### config.mk
export PLATFORM = sky130hd
export DESIGN_NAME = memory_calculator_sequencer_flat
export DESIGN_NICKNAME = d
export VERILOG_FILES = /design/src/hdl/mcs_pkg.sv /design/src/hdl/mcs_req_if.sv /design/src/hdl/mcs_res_if.sv /design/src/hdl/mcs_arith.sv /design/src/hdl/mcs_datapath.sv /design/src/hdl/mcs_ctrl.sv /design/src/hdl/memory_calculator_sequencer.sv /design/src/flat_wrapper.sv
export SDC_FILE = /design/constraint.sdc
export NUM_CORES = 2
export LEC_CHECK = 0
export ABC_CLOCK_PERIOD_IN_PS = 10500
export BUFFER_PORTS_ARGS = -buffer_cell sky130_fd_sc_hd__buf_2
export CAP_MARGIN = 20
export CORE_ASPECT_RATIO = 1.75
export CORE_MARGIN = 2
export CORE_UTILIZATION = 50
export CTS_CLUSTER_SIZE = 8
export DETAILED_ROUTE_END_ITERATION = 16
export HOLD_SLACK_MARGIN = 0.05
export PLACE_DENSITY = 0.77
export SETUP_SLACK_MARGIN = 0.1
export SLEW_MARGIN = 10
export SYNTH_ARGS = -nofsm -noshare
export SYNTH_HDL_FRONTEND = slang
export SYNTH_SLANG_ARGS = --single-unit
### constraint.sdc
create_clock -name clk_i -period 10.5 [get_ports clk_i]
set_input_delay 2.1 -clock clk_i [delete_from_list [all_inputs] [get_ports clk_i]]
set_output_delay 2.1 -clock clk_i [all_outputs]
set_load 0.005 [all_outputs]
### src/hdl/mcs_pkg.sv
// Shared codes, constants and controller/datapath command types for the calculator sequencer.
package mcs_pkg;

  // token kinds
  localparam logic [3:0] REQ_NUM    = 4'd0;
  localparam logic [3:0] REQ_OPER   = 4'd1;
  localparam logic [3:0] REQ_EQ     = 4'd2;
  localparam logic [3:0] REQ_PCT    = 4'd3;
  localparam logic [3:0] REQ_CLEAR  = 4'd4;
  localparam logic [3:0] REQ_MADD   = 4'd5;
  localparam logic [3:0] REQ_MSUB   = 4'd6;
  localparam logic [3:0] REQ_MCLR   = 4'd7;
  localparam logic [3:0] REQ_RECALL = 4'd8;
  localparam logic [3:0] REQ_END    = 4'd9;

  // operator codes
  localparam logic [1:0] OP_ADD = 2'd0;
  localparam logic [1:0] OP_SUB = 2'd1;
  localparam logic [1:0] OP_MUL = 2'd2;
  localparam logic [1:0] OP_DIV = 2'd3;

  // status codes
  localparam logic [1:0] ST_OK   = 2'd0;
  localparam logic [1:0] ST_END  = 2'd1;
  localparam logic [1:0] ST_DIVZ = 2'd2;
  localparam logic [1:0] ST_SAT  = 2'd3;

  // entry phases
  localparam logic [1:0] PH_FIRST  = 2'd0;
  localparam logic [1:0] PH_SECOND = 2'd1;
  localparam logic [1:0] PH_TERM   = 2'd2;

  // register update selects
  localparam logic [2:0] UPD_NONE    = 3'd0;
  localparam logic [2:0] UPD_SIMPLE  = 3'd1;
  localparam logic [2:0] UPD_ADDSUB  = 3'd2;
  localparam logic [2:0] UPD_PCT_B   = 3'd3;
  localparam logic [2:0] UPD_MUL_RES = 3'd4;
  localparam logic [2:0] UPD_DIV_RES = 3'd5;
  localparam logic [2:0] UPD_DIVZERO = 3'd6;

  // arithmetic unit launch selects
  localparam logic [1:0] ARITH_NONE = 2'd0;
  localparam logic [1:0] ARITH_MUL  = 2'd1;
  localparam logic [1:0] ARITH_DIV  = 2'd2;
  localparam logic [1:0] ARITH_PCT  = 2'd3;

  // arithmetic unit modes
  localparam logic [1:0] ARM_MUL = 2'd0;
  localparam logic [1:0] ARM_DIV = 2'd1;
  localparam logic [1:0] ARM_PCT = 2'd2;

  localparam int unsigned PCT_DIVISOR = 100;

  // x / 100 == (x * 5243) >> 19 for every x below 43699
  localparam logic [12:0] PCT_RECIP       = 13'd5243;
  localparam int          PCT_RECIP_SHIFT = 19;

  typedef struct packed {
    logic       latch_tok;
    logic [2:0] upd;
    logic [1:0] arith;
    logic       out_load;
  } cmd_t;

  typedef struct packed {
    logic       halted;
    logic [1:0] phase;
    logic [3:0] kind;
    logic [1:0] op;
    logic       b_zero;
    logic       arith_busy;
  } sts_t;

endpackage

### src/hdl/mcs_req_if.sv
// Request channel: one keypad token per transfer.
interface mcs_req_if;
  logic        valid;
  logic        ready;
  logic [3:0]  req_type;
  logic [1:0]  operator_code;
  logic [62:0] number_value;

  modport source (output valid, req_type, operator_code, number_value, input ready);
  modport sink (input valid, req_type, operator_code, number_value, output ready);
endinterface

### src/hdl/mcs_res_if.sv
// Result channel: display value, status and entry phase after each token.
interface mcs_res_if;
  logic               valid;
  logic               ready;
  logic signed [63:0] display_value;
  logic [1:0]         status;
  logic [1:0]         entry_phase_out;

  modport source (output valid, display_value, status, entry_phase_out, input ready);
  modport sink (input valid, display_value, status, entry_phase_out, output ready);
endinterface

### src/hdl/mcs_arith.sv
// Iterative unsigned arithmetic: shift-add multiply, restoring divide and a bytewise divide by 100.
module mcs_arith import mcs_pkg::*; #(
  parameter int VALUE_WIDTH   = 64,
  parameter int FRACTION_BITS = 24
) (
  input  logic                   clk_i,
  input  logic                   rst_ni,
  input  logic                   start_i,
  input  logic [1:0]             mode_i,
  input  logic [VALUE_WIDTH-1:0] mul_a_i,
  input  logic [VALUE_WIDTH-1:0] mul_b_i,
  input  logic [((2 * VALUE_WIDTH > VALUE_WIDTH + FRACTION_BITS) ? 2 * VALUE_WIDTH :
                 VALUE_WIDTH + FRACTION_BITS)-1:0] dividend_i,
  input  logic [VALUE_WIDTH-1:0] divisor_i,
  output logic                   busy_o,
  output logic [((2 * VALUE_WIDTH > VALUE_WIDTH + FRACTION_BITS) ? 2 * VALUE_WIDTH :
                 VALUE_WIDTH + FRACTION_BITS)-1:0] res_o
);
  localparam int VW = VALUE_WIDTH;
  localparam int DW = (2 * VALUE_WIDTH > VALUE_WIDTH + FRACTION_BITS) ?
                      2 * VALUE_WIDTH : VALUE_WIDTH + FRACTION_BITS;
  localparam int PW = ((DW + 7) / 8) * 8;
  localparam int CW = $clog2(DW + 1);

  logic          busy_q, busy_d;
  logic [CW-1:0] cnt_q, cnt_d;
  logic [1:0]    mode_q, mode_d;
  logic [PW-1:0] acc_q, acc_d;
  logic [VW-1:0] rem_q, rem_d;
  logic [VW-1:0] opa_q, opa_d;

  logic [VW:0]   mul_sum;
  logic [VW:0]   r_sh;
  logic          r_ge;

  logic [14:0]   pct_n;
  logic [27:0]   pct_p;
  logic [7:0]    pct_q;
  logic [6:0]    pct_r;

  always_comb begin
    mul_sum = {1'b0, acc_q[2*VW-1:VW]} + (acc_q[0] ? {1'b0, opa_q} : '0);
    r_sh    = {rem_q, acc_q[DW-1]};
    r_ge    = r_sh >= {1'b0, opa_q};
    // one quotient byte per cycle; the remainder stays below 100
    pct_n   = {rem_q[6:0], acc_q[PW-1:PW-8]};
    pct_p   = {13'd0, pct_n} * {15'd0, PCT_RECIP};
    pct_q   = pct_p[PCT_RECIP_SHIFT +: 8];
    pct_r   = 7'(pct_n - {7'd0, pct_q} * 15'(PCT_DIVISOR));
  end

  always_comb begin
    busy_d = busy_q;
    cnt_d  = cnt_q;
    mode_d = mode_q;
    acc_d  = acc_q;
    rem_d  = rem_q;
    opa_d  = opa_q;
    if (start_i) begin
      busy_d = 1'b1;
      mode_d = mode_i;
      rem_d  = '0;
      if (mode_i == ARM_MUL) begin
        cnt_d = CW'(VW);
        opa_d = mul_a_i;
        acc_d = PW'(mul_b_i);
      end else if (mode_i == ARM_PCT) begin
        cnt_d = CW'(PW / 8);
        opa_d = divisor_i;
        acc_d = PW'(dividend_i);
      end else begin
        cnt_d = CW'(DW);
        opa_d = divisor_i;
        acc_d = PW'(dividend_i);
      end
    end else if (busy_q) begin
      cnt_d = cnt_q - 1'b1;
      if (cnt_q == CW'(1)) begin
        busy_d = 1'b0;
      end
      if (mode_q == ARM_MUL) begin
        acc_d = PW'({mul_sum, acc_q[VW-1:1]});
      end else if (mode_q == ARM_PCT) begin
        rem_d = VW'(pct_r);
        acc_d = {acc_q[PW-9:0], pct_q};
      end else begin
        rem_d = r_ge ? VW'(r_sh - {1'b0, opa_q}) : VW'(r_sh);
        acc_d = PW'({acc_q[DW-2:0], r_ge});
      end
    end
  end

  always_ff @(posedge clk_i or negedge rst_ni) begin
    if (!rst_ni) begin
      busy_q <= 1'b0;
      cnt_q  <= '0;
    end else begin
      busy_q <= busy_d;
      cnt_q  <= cnt_d;
    end
  end

  always_ff @(posedge clk_i) begin
    mode_q <= mode_d;
    acc_q  <= acc_d;
    rem_q  <= rem_d;
    opa_q  <= opa_d;
  end

  assign busy_o = busy_q;
  assign res_o  = acc_q[DW-1:0];
endmodule

### src/hdl/mcs_datapath.sv
// Calculator registers, saturating add/sub, saturation of wide results and output register.
module mcs_datapath import mcs_pkg::*; #(
  parameter int VALUE_WIDTH   = 64,
  parameter int FRACTION_BITS = 24
) (
  input  logic               clk_i,
  input  logic               rst_ni,
  input  logic [3:0]         req_type_i,
  input  logic [1:0]         operator_code_i,
  input  logic [62:0]        number_value_i,
  input  cmd_t               cmd_i,
  output sts_t               sts_o,
  output logic signed [63:0] display_value_o,
  output logic [1:0]         status_o,
  output logic [1:0]         entry_phase_out_o
);
  localparam int VW = VALUE_WIDTH;
  localparam int DW = (2 * VALUE_WIDTH > VALUE_WIDTH + FRACTION_BITS) ?
                      2 * VALUE_WIDTH : VALUE_WIDTH + FRACTION_BITS;

  localparam logic [62:0]   NUM_MAX = 63'((64'd1 << (VW - 1)) - 64'd1);
  localparam logic [VW-1:0] VMAX    = {1'b0, {(VW-1){1'b1}}};
  localparam logic [VW-1:0] VMIN    = {1'b1, {(VW-1){1'b0}}};
  localparam logic [DW-1:0] LIM_POS = DW'({(VW-1){1'b1}});
  localparam logic [DW-1:0] LIM_NEG = LIM_POS + DW'(1);

  function automatic logic [VW-1:0] mag(input logic [VW-1:0] v);
    return v[VW-1] ? (~v + 1'b1) : v;
  endfunction

  logic [3:0]    kind_q, kind_d;
  logic [1:0]    opc_q, opc_d;
  logic [VW-1:0] val_q, val_d;
  logic          sat_q, sat_d;
  logic [VW-1:0] result_q, result_d;
  logic [VW-1:0] memory_q, memory_d;
  logic [VW-1:0] first_q, first_d;
  logic [VW-1:0] second_q, second_d;
  logic [1:0]    pend_q, pend_d;
  logic [1:0]    phase_q, phase_d;
  logic [1:0]    halt_q, halt_d;

  logic signed [63:0] disp_q;
  logic [1:0]         stat_q;
  logic [1:0]         ph_out_q;

  logic          clamp;
  logic [62:0]   num_val;

  logic [VW-1:0] as_x, as_y;
  logic          as_sub;
  logic [VW:0]   as_ext;
  logic          as_ovf;
  logic [VW-1:0] as_res;

  logic          neg;
  logic [DW-1:0] sf_m;
  logic          sf_ovf;
  logic [VW-1:0] sf_res;

  logic          ar_start;
  logic [1:0]    ar_mode;
  logic [DW-1:0] ar_dividend;
  logic [VW-1:0] ar_divisor;
  logic          ar_busy;
  logic [DW-1:0] ar_res;
  logic [VW-1:0] tok_val;

  always_comb begin
    clamp   = number_value_i > NUM_MAX;
    num_val = clamp ? NUM_MAX : number_value_i;
    tok_val = VW'(num_val);
  end

  // saturating add/sub, shared by memory keys and the add/subtract operators
  always_comb begin
    if (cmd_i.upd == UPD_ADDSUB) begin
      as_x   = first_q;
      as_y   = second_q;
      as_sub = pend_q == OP_SUB;
    end else begin
      as_x   = memory_q;
      as_y   = result_q;
      as_sub = kind_q == REQ_MSUB;
    end
    as_ext = as_sub ? ({as_x[VW-1], as_x} - {as_y[VW-1], as_y})
                    : ({as_x[VW-1], as_x} + {as_y[VW-1], as_y});
    as_ovf = as_ext[VW] ^ as_ext[VW-1];
    as_res = as_ovf ? (as_ext[VW] ? VMIN : VMAX) : as_ext[VW-1:0];
  end

  // signed saturation of a wide magnitude
  always_comb begin
    neg    = first_q[VW-1] ^ second_q[VW-1];
    sf_m   = (cmd_i.upd == UPD_MUL_RES) ? (ar_res >> FRACTION_BITS) : ar_res;
    sf_ovf = sf_m > (neg ? LIM_NEG : LIM_POS);
    if (sf_ovf) begin
      sf_res = neg ? VMIN : VMAX;
    end else begin
      sf_res = neg ? (~sf_m[VW-1:0] + 1'b1) : sf_m[VW-1:0];
    end
  end

  always_comb begin
    ar_start    = cmd_i.arith != ARITH_NONE;
    ar_mode     = (cmd_i.arith == ARITH_MUL) ? ARM_MUL :
                  ((cmd_i.arith == ARITH_PCT) ? ARM_PCT : ARM_DIV);
    ar_dividend = (cmd_i.arith == ARITH_PCT) ? (ar_res >> FRACTION_BITS)
                                             : (DW'(mag(first_q)) << FRACTION_BITS);
    ar_divisor  = mag(second_q);
  end

  mcs_arith #(
    .VALUE_WIDTH   (VALUE_WIDTH),
    .FRACTION_BITS (FRACTION_BITS)
  ) u_arith (
    .clk_i      (clk_i),
    .rst_ni     (rst_ni),
    .start_i    (ar_start),
    .mode_i     (ar_mode),
    .mul_a_i    (mag(first_q)),
    .mul_b_i    (mag(second_q)),
    .dividend_i (ar_dividend),
    .divisor_i  (ar_divisor),
    .busy_o     (ar_busy),
    .res_o      (ar_res)
  );

  always_comb begin
    kind_d   = kind_q;
    opc_d    = opc_q;
    val_d    = val_q;
    sat_d    = sat_q;
    result_d = result_q;
    memory_d = memory_q;
    first_d  = first_q;
    second_d = second_q;
    pend_d   = pend_q;
    phase_d  = phase_q;
    halt_d   = halt_q;

    if (cmd_i.latch_tok) begin
      kind_d = req_type_i;
      opc_d  = operator_code_i;
      val_d  = tok_val;
      sat_d  = (req_type_i == REQ_NUM) && clamp && (halt_q == ST_OK);
    end

    case (cmd_i.upd)
      UPD_SIMPLE: begin
        if (kind_q >= REQ_CLEAR) begin
          case (kind_q)
            REQ_CLEAR:  result_d = '0;
            REQ_MADD, REQ_MSUB: begin
              memory_d = as_res;
              sat_d    = sat_q | as_ovf;
            end
            REQ_MCLR:   memory_d = '0;
            REQ_RECALL: result_d = memory_q;
            default:    halt_d   = ST_END;
          endcase
          phase_d  = PH_FIRST;
          first_d  = '0;
          second_d = '0;
          pend_d   = OP_ADD;
        end else if (phase_q == PH_FIRST) begin
          if (kind_q == REQ_OPER) begin
            pend_d  = opc_q;
            phase_d = PH_SECOND;
          end else begin
            first_d  = (kind_q == REQ_NUM) ? val_q : '0;
            result_d = (kind_q == REQ_NUM) ? val_q : '0;
          end
        end else if (phase_q == PH_SECOND) begin
          second_d = (kind_q == REQ_NUM) ? val_q : '0;
          result_d = (kind_q == REQ_NUM) ? val_q : '0;
          phase_d  = PH_TERM;
        end else begin
          // drop the token and restart
          phase_d  = PH_FIRST;
          first_d  = '0;
          second_d = '0;
          pend_d   = OP_ADD;
        end
      end
      UPD_ADDSUB, UPD_MUL_RES, UPD_DIV_RES: begin
        if (cmd_i.upd == UPD_ADDSUB) begin
          result_d = as_res;
          sat_d    = sat_q | as_ovf;
        end else begin
          result_d = sf_res;
          sat_d    = sat_q | sf_ovf;
        end
        phase_d  = PH_FIRST;
        first_d  = '0;
        second_d = '0;
        pend_d   = OP_ADD;
      end
      UPD_PCT_B: begin
        second_d = sf_res;
        sat_d    = sat_q | sf_ovf;
      end
      UPD_DIVZERO: begin
        halt_d   = ST_DIVZ;
        phase_d  = PH_FIRST;
        first_d  = '0;
        second_d = '0;
        pend_d   = OP_ADD;
      end
      default: ;
    endcase
  end

  always_ff @(posedge clk_i or negedge rst_ni) begin
    if (!rst_ni) begin
      result_q <= '0;
      memory_q <= '0;
      first_q  <= '0;
      second_q <= '0;
      pend_q   <= OP_ADD;
      phase_q  <= PH_FIRST;
      halt_q   <= ST_OK;
    end else begin
      result_q <= result_d;
      memory_q <= memory_d;
      first_q  <= first_d;
      second_q <= second_d;
      pend_q   <= pend_d;
      phase_q  <= phase_d;
      halt_q   <= halt_d;
    end
  end

  always_ff @(posedge clk_i) begin
    kind_q <= kind_d;
    opc_q  <= opc_d;
    val_q  <= val_d;
    sat_q  <= sat_d;
    if (cmd_i.out_load) begin
      disp_q   <= 64'($signed(result_q));
      stat_q   <= (halt_q != ST_OK) ? halt_q : (sat_q ? ST_SAT : ST_OK);
      ph_out_q <= phase_q;
    end
  end

  always_comb begin
    sts_o.halted     = halt_q != ST_OK;
    sts_o.phase      = phase_q;
    sts_o.kind       = kind_q;
    sts_o.op         = pend_q;
    sts_o.b_zero     = second_q == '0;
    sts_o.arith_busy = ar_busy;
  end

  assign display_value_o   = disp_q;
  assign status_o          = stat_q;
  assign entry_phase_out_o = ph_out_q;
endmodule

### src/hdl/mcs_ctrl.sv
// Sequencer state machine: token decode, arithmetic scheduling and result handshake.
module mcs_ctrl import mcs_pkg::*; (
  input  logic clk_i,
  input  logic rst_ni,
  input  logic in_valid_i,
  output logic in_ready_o,
  output logic out_valid_o,
  input  logic out_ready_i,
  input  sts_t sts_i,
  output cmd_t cmd_o
);
  localparam logic [3:0] S_IDLE      = 4'd0;
  localparam logic [3:0] S_DECODE    = 4'd1;
  localparam logic [3:0] S_PCT_MUL_W = 4'd2;
  localparam logic [3:0] S_PCT_DIV_W = 4'd3;
  localparam logic [3:0] S_OPER      = 4'd4;
  localparam logic [3:0] S_MUL_W     = 4'd5;
  localparam logic [3:0] S_DIV_W     = 4'd6;
  localparam logic [3:0] S_OUT       = 4'd7;

  logic [3:0] state_q, state_d;
  logic       out_valid_q, out_valid_d;
  logic       load;

  assign load = (state_q == S_OUT) && (!out_valid_q || out_ready_i);

  always_comb begin
    state_d      = state_q;
    cmd_o        = '0;
    cmd_o.out_load = load;
    in_ready_o   = 1'b0;
    case (state_q)
      S_IDLE: begin
        in_ready_o = 1'b1;
        if (in_valid_i) begin
          cmd_o.latch_tok = 1'b1;
          state_d         = S_DECODE;
        end
      end
      S_DECODE: begin
        if (sts_i.halted || (sts_i.kind > REQ_END)) begin
          state_d = S_OUT;
        end else if (sts_i.kind < REQ_CLEAR && sts_i.phase == PH_TERM &&
                     sts_i.kind == REQ_PCT) begin
          cmd_o.arith = ARITH_MUL;
          state_d     = S_PCT_MUL_W;
        end else if (sts_i.kind < REQ_CLEAR && sts_i.phase == PH_TERM &&
                     sts_i.kind == REQ_EQ) begin
          state_d = S_OPER;
        end else begin
          cmd_o.upd = UPD_SIMPLE;
          state_d   = S_OUT;
        end
      end
      S_PCT_MUL_W: begin
        if (!sts_i.arith_busy) begin
          cmd_o.arith = ARITH_PCT;
          state_d     = S_PCT_DIV_W;
        end
      end
      S_PCT_DIV_W: begin
        if (!sts_i.arith_busy) begin
          cmd_o.upd = UPD_PCT_B;
          state_d   = S_OPER;
        end
      end
      S_OPER: begin
        case (sts_i.op)
          OP_ADD, OP_SUB: begin
            cmd_o.upd = UPD_ADDSUB;
            state_d   = S_OUT;
          end
          OP_MUL: begin
            cmd_o.arith = ARITH_MUL;
            state_d     = S_MUL_W;
          end
          default: begin
            if (sts_i.b_zero) begin
              cmd_o.upd = UPD_DIVZERO;
              state_d   = S_OUT;
            end else begin
              cmd_o.arith = ARITH_DIV;
              state_d     = S_DIV_W;
            end
          end
        endcase
      end
      S_MUL_W: begin
        if (!sts_i.arith_busy) begin
          cmd_o.upd = UPD_MUL_RES;
          state_d   = S_OUT;
        end
      end
      S_DIV_W: begin
        if (!sts_i.arith_busy) begin
          cmd_o.upd = UPD_DIV_RES;
          state_d   = S_OUT;
        end
      end
      S_OUT: begin
        if (load) begin
          state_d = S_IDLE;
        end
      end
      default: state_d = S_IDLE;
    endcase
  end

  // hold the result until taken; a new load replaces a taken one
  always_comb begin
    out_valid_d = out_valid_q;
    if (load) begin
      out_valid_d = 1'b1;
    end else if (out_ready_i) begin
      out_valid_d = 1'b0;
    end
  end

  always_ff @(posedge clk_i or negedge rst_ni) begin
    if (!rst_ni) begin
      state_q     <= S_IDLE;
      out_valid_q <= 1'b0;
    end else begin
      state_q     <= state_d;
      out_valid_q <= out_valid_d;
    end
  end

  assign out_valid_o = out_valid_q;
endmodule

### src/hdl/memory_calculator_sequencer.sv
// Top level of the four-function memory calculator sequencer.
// Usage: tokens enter on req_i (valid/ready); each accepted request yields exactly
// one result on res_o: the shown value (signed fixed point, sign-extended to 64
// bits), a status code and the entry phase after the token.
// Requests are taken one at a time; req_i.ready is high only while the sequencer
// is idle. Multiply, divide and percent run on the shared arithmetic unit,
// which retires one product or quotient bit per cycle, or one quotient byte for
// the division by 100. The next request can be accepted in the cycle after its
// predecessor's result is loaded.
// A finished result sits in an output register; a new request may be worked
// on while it waits, but its own result holds until res_o is free.
// Reset clears all calculator state (result, memory, operands, phase, halt)
// and empties the output register. After an end token or a divide by zero
// every token is ignored until reset, echoing the held value and halt status.
module memory_calculator_sequencer import mcs_pkg::*; #(
  parameter int VALUE_WIDTH   = 64,
  parameter int FRACTION_BITS = 24
) (
  input  logic        clk_i,
  input  logic        rst_ni,
  mcs_req_if.sink     req_i,
  mcs_res_if.source   res_o
);
  cmd_t cmd;
  sts_t sts;
  logic in_ready;
  logic out_valid;

  mcs_ctrl u_ctrl (
    .clk_i       (clk_i),
    .rst_ni      (rst_ni),
    .in_valid_i  (req_i.valid),
    .in_ready_o  (in_ready),
    .out_valid_o (out_valid),
    .out_ready_i (res_o.ready),
    .sts_i       (sts),
    .cmd_o       (cmd)
  );

  mcs_datapath #(
    .VALUE_WIDTH   (VALUE_WIDTH),
    .FRACTION_BITS (FRACTION_BITS)
  ) u_datapath (
    .clk_i             (clk_i),
    .rst_ni            (rst_ni),
    .req_type_i        (req_i.req_type),
    .operator_code_i   (req_i.operator_code),
    .number_value_i    (req_i.number_value),
    .cmd_i             (cmd),
    .sts_o             (sts),
    .display_value_o   (res_o.display_value),
    .status_o          (res_o.status),
    .entry_phase_out_o (res_o.entry_phase_out)
  );

  assign req_i.ready = in_ready;
  assign res_o.valid = out_valid;
endmodule

### src/flat_wrapper.sv
// flat-port wrapper written by rule: the top's interface ports become plain ports
module memory_calculator_sequencer_flat import mcs_pkg::*;
#(
  parameter int VALUE_WIDTH   = 64,
  parameter int FRACTION_BITS = 24
)
  (clk_i, rst_ni, req_i_valid, req_i_req_type, req_i_operator_code, req_i_number_value, req_i_ready, res_o_valid, res_o_display_value, res_o_status, res_o_entry_phase_out, res_o_ready);
  mcs_req_if req_i_i ();
  mcs_res_if res_o_i ();
  input  logic clk_i;
  input  logic rst_ni;
  input wire logic [$bits(req_i_i.valid)-1:0] req_i_valid;
  input wire logic [$bits(req_i_i.req_type)-1:0] req_i_req_type;
  input wire logic [$bits(req_i_i.operator_code)-1:0] req_i_operator_code;
  input wire logic [$bits(req_i_i.number_value)-1:0] req_i_number_value;
  output wire logic [$bits(req_i_i.ready)-1:0] req_i_ready;
  output wire logic [$bits(res_o_i.valid)-1:0] res_o_valid;
  output wire logic [$bits(res_o_i.display_value)-1:0] res_o_display_value;
  output wire logic [$bits(res_o_i.status)-1:0] res_o_status;
  output wire logic [$bits(res_o_i.entry_phase_out)-1:0] res_o_entry_phase_out;
  input wire logic [$bits(res_o_i.ready)-1:0] res_o_ready;
  assign req_i_i.valid = req_i_valid;
  assign req_i_i.req_type = req_i_req_type;
  assign req_i_i.operator_code = req_i_operator_code;
  assign req_i_i.number_value = req_i_number_value;
  assign req_i_ready = req_i_i.ready;
  assign res_o_valid = res_o_i.valid;
  assign res_o_display_value = res_o_i.display_value;
  assign res_o_status = res_o_i.status;
  assign res_o_entry_phase_out = res_o_i.entry_phase_out;
  assign res_o_i.ready = res_o_ready;
  memory_calculator_sequencer #(.VALUE_WIDTH(VALUE_WIDTH), .FRACTION_BITS(FRACTION_BITS)) u_core (.clk_i(clk_i), .rst_ni(rst_ni), .req_i(req_i_i), .res_o(res_o_i));
endmodule
## Word-level counts from Yosys, hierarchy flattened

Cells that the tools add are included.

- Add/sub/neg operators: 9
- Multipliers: 2
- Magnitude comparators: 6
- Equal/unequal tests: 43
- Multiplexer cells: 99
- Bitwise gates (word level): 8
- Reduce and logical (&&, ||, !) cells: 42

Operator list:

| cell | count |
|---|---|
| two-way mux 64 bit | 24 |
| two-way mux 128 bit | 5 |
| case mux 64 bit (2 select lines) | 4 |
| two-way mux 104 bit | 2 |
| adder 64 x 1 -> 64 bit, second input constant | 3 |
| NOT 64 bit | 3 |
| case mux 64 bit (3 select lines) | 1 |
| adder 64 x 64 -> 65 bit | 2 |
| greater-than comparator 128 x 64 -> 1 bit | 1 |
| two-way mux 63 bit | 2 |
| >= comparator 65 x 64 -> 1 bit | 1 |
| two-way mux 65 bit | 1 |
| subtractor 64 x 64 -> 65 bit | 1 |
| zero test 64 bit | 1 |
| subtractor 64 bit | 1 |
| greater-than comparator 63 bit, second input constant | 1 |
| two-way mux 2 bit | 18 |
| equality test 4 x 3 -> 1 bit, second input constant | 8 |
| two-way mux 8 bit | 4 |
| case mux 4 bit (7 select lines) | 1 |
| multiplier 15 x 13 -> 27 bit, second input constant | 1 |
| two-way mux 4 bit | 5 |
| two-way mux 3 bit | 6 |
| two-way mux 1 bit | 17 |
| 43 further kinds | 96 |

- Flip-flop bits (word level): 672
- Input bits: 73
- Output and inout port bits: 70

## Depth between registers and ports, before layout

- Depth after elaboration: 16
- Mapped depth: 36
- Gate-level depth less buffers: 31

## By module

Synthesis repeated with hierarchy kept, for this count alone.

- Cell total of the unflattened synthesis: 7192
- Area, all modules: 58461.1 um2

Modules (own cells, without submodules):

| module | times used | cells each | area an instance (um2) |
|---|---|---|---|
| mcs_datapath | 1 | 3923 | 32058.2 |
| mcs_arith | 1 | 3203 | 25913.6 |
| mcs_ctrl | 1 | 66 | 489.2 |

## Least setup slack after synthesis

Ideal clock, no wire load.

- Kind: register -> register
- Start: reg u_core.u_datapath.pend_q[1]
- End: reg u_core.u_datapath.result_q[10]
- Library setup time: 0.066 ns
- Data arrival time: 7.289 ns
- Data required time: 10.434 ns
- Path slack: 3.144 ns
- Stages on the path, launching flop included: 33
- Path buffers: 9
- Cells stage by stage: dfrtp_1 or4b_1 buf_2 buf_2 buf_1 clkbuf_1 buf_1 clkbuf_1 buf_1 nor2_1 a21oi_1 ha_1 nand2_1 or3_1 a21oi_1 nand2_1 o21ai_0 xnor2_1 ha_1 clkbuf_1 o21a_1 a21oi_1 a2111o_1 a32o_1 a41oi_1 a21bo_2 a21oi_1 a211oi_2 nand2_1 o21ai_1 a21o_1 buf_2 o32a_1

- Longest elaborated chain between the ends: 12

RTL lines:

| what | RTL line | text |
|---|---|---|
| start, declared | mcs_datapath.sv:39 | `logic [1:0] pend_q, pend_d;` |
| start signal, assigned | mcs_datapath.sv:228 | `pend_q <= pend_d;` |
| equality test 2 x 1 -> 1 bit or zero test 2 bit (tied branches) | mcs_datapath.sv:80, mcs_ctrl.sv:68 |  |
| OR reduction 2 bit | mcs_ctrl.sv:68 | `case (sts_i.op)` |
| case mux 3 bit (2 select lines) | mcs_ctrl.sv:68 |  |
| case mux 3 bit (5 select lines) | mcs_ctrl.sv:32 | `case (state_q)` |
| equality test 3 x 2 -> 1 bit or equality test 3 bit (tied branches) | n/a |  |
| two-way mux 64 bit or two-way mux 128 bit (tied branches) | mcs_datapath.sv:77, mcs_datapath.sv:95 |  |
| adder 64 x 64 -> 65 bit (tied with other cells) | mcs_datapath.sv:87 | `: ({as_x[VW-1], as_x} + {as_y[VW-1], as_y});` |
| two-way mux 65 bit or adder 64 x 1 -> 64 bit (tied branches) | mcs_datapath.sv:86, mcs_datapath.sv:100 |  |
| two-way mux 64 bit (tied with other cells) | mcs_datapath.sv:89 | `as_res = as_ovf ? (as_ext[VW] ? VMIN : VMAX) : as_ext[VW-1:0];` |
| two-way mux 64 bit, on equally long branches | mcs_datapath.sv:89, mcs_datapath.sv:97 |  |
| two-way mux 64 bit | mcs_datapath.sv:187 | `if (cmd_i.upd == UPD_ADDSUB) begin` |
| case mux 64 bit (2 select lines) | mcs_datapath.sv:149 | `case (cmd_i.upd)` |
| end signal, assigned | mcs_datapath.sv:224 | `result_q <= result_d;` |
| end, declared | mcs_datapath.sv:35 | `logic [VW-1:0] result_q, result_d;` |

Several ways; a longest one is shown, not always the timed one.
A chain may end at the register's enable or synchronous reset.

## Worst setup path in the final report

- Start: reg u_core.u_ctrl.state_q[2]
- End: reg u_core.u_datapath.result_q[25]

- Longest elaborated chain between the ends: 10

RTL lines:

| what | RTL line | text |
|---|---|---|
| start, declared | mcs_ctrl.sv:21 | `logic [3:0] state_q, state_d;` |
| start signal, assigned | mcs_ctrl.sv:124 | `state_q <= state_d;` |
| equality test 4 x 3 -> 1 bit (tied with other cells) | mcs_ctrl.sv:32 |  |
| case mux 3 bit (5 select lines) * | mcs_ctrl.sv:32 |  |
| equality test 3 x 2 -> 1 bit or equality test 3 bit (tied branches) | n/a |  |
| two-way mux 64 bit or two-way mux 128 bit (tied branches) | mcs_datapath.sv:77, mcs_datapath.sv:95 |  |
| adder 64 x 64 -> 65 bit (tied with other cells) | mcs_datapath.sv:87 |  |
| two-way mux 65 bit or adder 64 x 1 -> 64 bit (tied branches) | mcs_datapath.sv:86, mcs_datapath.sv:100 |  |
| two-way mux 64 bit (tied with other cells) | mcs_datapath.sv:89 |  |
| two-way mux 64 bit, on equally long branches | mcs_datapath.sv:89, mcs_datapath.sv:97 |  |
| two-way mux 64 bit | mcs_datapath.sv:187 |  |
| case mux 64 bit (2 select lines) | mcs_datapath.sv:149 |  |

Every way passes the cells marked *; elsewhere a longest branch is shown, timed or not.

==> results.md <==
* Post-synth EDFFs at 331
* CTS buffer count at 94
* Total GRT Usage at 42.7%
* Max Cap Viol at 0
* Remaining DRCs at 0
* Status: finished, final reports clean
* Num ports at 143
* Period utilization at 92.0%
* # hold bufs at CTS at 0
* DR iter-0 viols at 7414
* Post-synth top area share at 17.4%
* Std-Cell Rows at 164
* Clock Sinks at 670
* Worst Path Required at 11.18 ns
* Die width at 259 um
* Final #Nets at 7281
* Placer congestion estimate at 1.04
* Post-synthesis register bit count at 670
* Clock slew at reported path FFs at 0.05 ns
* # resized after CTS at 0
* Relative slew margins at 12.8%
* Root Buffer: clkbuf_16
* Layout area overhead at 7.76%
* Worst path max stage delay at 0.84 ns
* Drt pass-1 iters at 9
* Clock Latency Late Sink at 0.76 ns
* Area of the core at 114000 um^2
* Vias at 57222
* Effective utilization at floorplan at 50.2%
* Max clock buf depth at 3
* Post-CTS Setup Repair Bufs at 0
* Main synth FF type: edfxtp_1
* Critical path peak fanout at 47
* Net Count, Synth at 7485
* CP max-delay cell: or4b_4
* Final Hold Vio Count at 0
* GRT Residual Overflow at 0
* Crit. End Element: flop
* Top area cells in the synthesized netlist: edfxtp_1 (17%), dfrtp_1 (12%), ha_1 (8.0%), nand2_1 (5.6%), a21oi_1 (5.5%)
* DRT antenna net count at 0
* Unrepaired setup endpoints after global routing: false
* WL/cell at 30.5 um
* CP Launch Type: flop
* Hpwl dp at 189000 um
* Final min period at 9.66 ns
* Htree depth at 3
* First-pass GRT wire length at 369000 um
* Syn Area/Cell at 8.19 um^2
* Final Skew at 0.0783 ns
* Setup TNS Final at 0 ns
* Distinct cells, synth at 104
* Setup violations, final at 0
* Cell with the most instances after synthesis: nand2_1
* Die H at 451 um
* Number of global-route vias before repair at 55243
* Largest net degree at the start of global routing at 198
* Hold crit path type: reg2reg
* Cell Area, Synth at 57100 um^2
* DR vias/cell at 6.86
* Initial antenna violation count at 19
* Post-Syn Instances at 6976
* CTS tree: built
* Port Buffers at 142
* Post-synth top cells: nand2_1 (852), a21oi_1 (627), o21ai_0 (587)
* CP Data Arrival Time at 10.34 ns
* Routed WL at 255000 um
* Fmax at 103 MHz
* Ys Warns at 0
* Area leader, netlist: edfxtp_1
* Share of async-settable or async-resettable flops after synthesis at 40.9%
* Sequential share of the synthesized area at 31.7%
* Crit path kind: reg2reg
* Die area at 117000 um^2
* Layout cells sized above 1 at 6.92%
* Worst slew pin tran at 1.31 ns
* Most used cell, CP: o21ai_0
* Final Max Tran Viols at 0
## state kept, by name (all words and copies together) (netlist names), 4 cells and up
| name | count |
|---|---|
| u_core.u_datapath.result_q | 64 |
| u_core.u_datapath.val_q | 63 |
| u_core.u_datapath.u_arith.res_o | 128 |
| u_core.u_datapath.memory_q | 64 |
| u_core.u_datapath.second_q | 64 |
| u_core.u_datapath.u_arith.opa_q | 64 |
| u_core.u_datapath.first_q | 63 |
| u_core.u_datapath.u_arith.cnt_q | 8 |
| u_core.u_datapath.u_arith.rem_q | 64 |
| u_core.u_datapath.kind_q | 4 |
| u_core.u_datapath.display_value_o | 64 |
## cell families (layout without fill, tap and decap cells)
logic type | Yosys count | after routing | synth area share (%)
AO/OA/AOI/OAI | 2265 | 2265 | 25.3
XOR/XNOR | 326 | 326 | 5.00
adder cells (fa/ha/maj) | 437 | 437 | 10.5
buffers and inverters | 893 | 756 | 6.03
flip-flops | 670 | 670 | 31.7
multiplexers | 227 | 227 | 4.01
other | 0 | 14 | 0
AND/OR/NAND/NOR | 2158 | 2158 | 17.4
## critical path, delay by kind of cell (launching register included)
family / cells / cell delay, ns
AOI/OAI and AO/OA: 11 / 3.62
xor gates and xnor gates: 1 / 0.17
adders and majority gates: 1 / 0.39
buffers and inverters: 1 / 0.41
DFF: 1 / 0.74
muxes: 1 / 0.24
and+or+nand+nor: 10 / 3.95
## per-layer routing
layer	vias up	GRT usage, %	part of all wire (%)
li1	25015	-	-
met1	27142	47.2	33
met2	3834	66.7	45
met3	1217	9.99	10
met4	14	40.8	12
met5	-	0	0.037
## per-stage QoR
step | hold WS [ns] | std cells | setup slack (ns) | util, % | cell area [um^2]
after floorplan | 0.423 | 6976 | 3.14 | - | 57100
after CTS | 0.487 | 8333 | 1.10 | 54.1 | 61500
after global routing | 0.508 | 8335 | 0.622 | 54.1 | 61500
after global placement | 0.461 | 8168 | 0.963 | 51.7 | 58700
after detailed placement | 0.477 | 8170 | 1.16 | 51.7 | 58700
final | 0.486 | 8347 | 0.838 | 54.1 | 61600
## worst paths after layout
| check | start | end | slack (ns) | depth (start not counted) |
|---|---|---|---|---|
| setup / recovery | u_core.u_ctrl.state_q[2]$_DFFE_PN0P_ | u_core.u_datapath.result_q[25]$_DFFE_PN0P_ | 0.84 | 25 |
| hold / removal | u_core.u_datapath.u_arith.rem_q[25]$_SDFFE_PN0P_ | u_core.u_datapath.u_arith.rem_q[25]$_SDFFE_PN0P_ | 0.49 | 2 |
| setup reg to reg | u_core.u_ctrl.state_q[2]$_DFFE_PN0P_ | u_core.u_datapath.result_q[25]$_DFFE_PN0P_ | 0.84 | 25 |
| hold reg to reg | u_core.u_datapath.u_arith.rem_q[25]$_SDFFE_PN0P_ | u_core.u_datapath.u_arith.rem_q[25]$_SDFFE_PN0P_ | 0.49 | 2 |
| max in group asynchronous | rst_ni | u_core.u_datapath.first_q[53]$_DFFE_PN0P_ | 6.72 | 3 |
| min in group asynchronous | rst_ni | u_core.u_datapath.first_q[7]$_DFFE_PN0P_ | 1.48 | 1 |
## layout make-up
cell class	count	area, um^2
Tap cell	1494	1870
Clock inverter	8	178
Multi-Input combinational cell	5413	35800
Antenna cell	14	35.0
Fill cell	10686	52100
Timing Repair Buffer	271	1780
Clock buffer	155	2600
Sequential cell	670	18100
Inverter	322	1210
## cell usage in the layout, fill, tap and decap left out, types with 38 or more instances in the layout
cell and n:
buf_2 141, nand3_1 131, a22oi_1 114, nand2b_1 43, o31ai_1 48, a31oi_1 94
nand2_1 850, edfxtp_1 331, a21o_1 125, clkbuf_1 59, inv_1 318, o22ai_1 61
or3_1 39, o21ai_0 586, a32o_1 69, dfrtp_1 273, o21a_1 50, mux2i_1 215
buf_4 122, nor2_1 491, a22o_1 80, nor2b_1 38, ha_1 364, and3_1 43
and2_1 96, nor4_1 74, xnor2_1 162, o21bai_1 47, clkbuf_16 94, xor2_1 164
nor3_1 150, dfxtp_1 65, nand4_1 76, fa_1 72, o221ai_1 41, o211ai_1 66
a21oi_1 627, a211oi_1 39
Power is left out: the tool's default activity adds up to more than one toggle a clock period on the data nets, which glitch-free logic cannot reach.
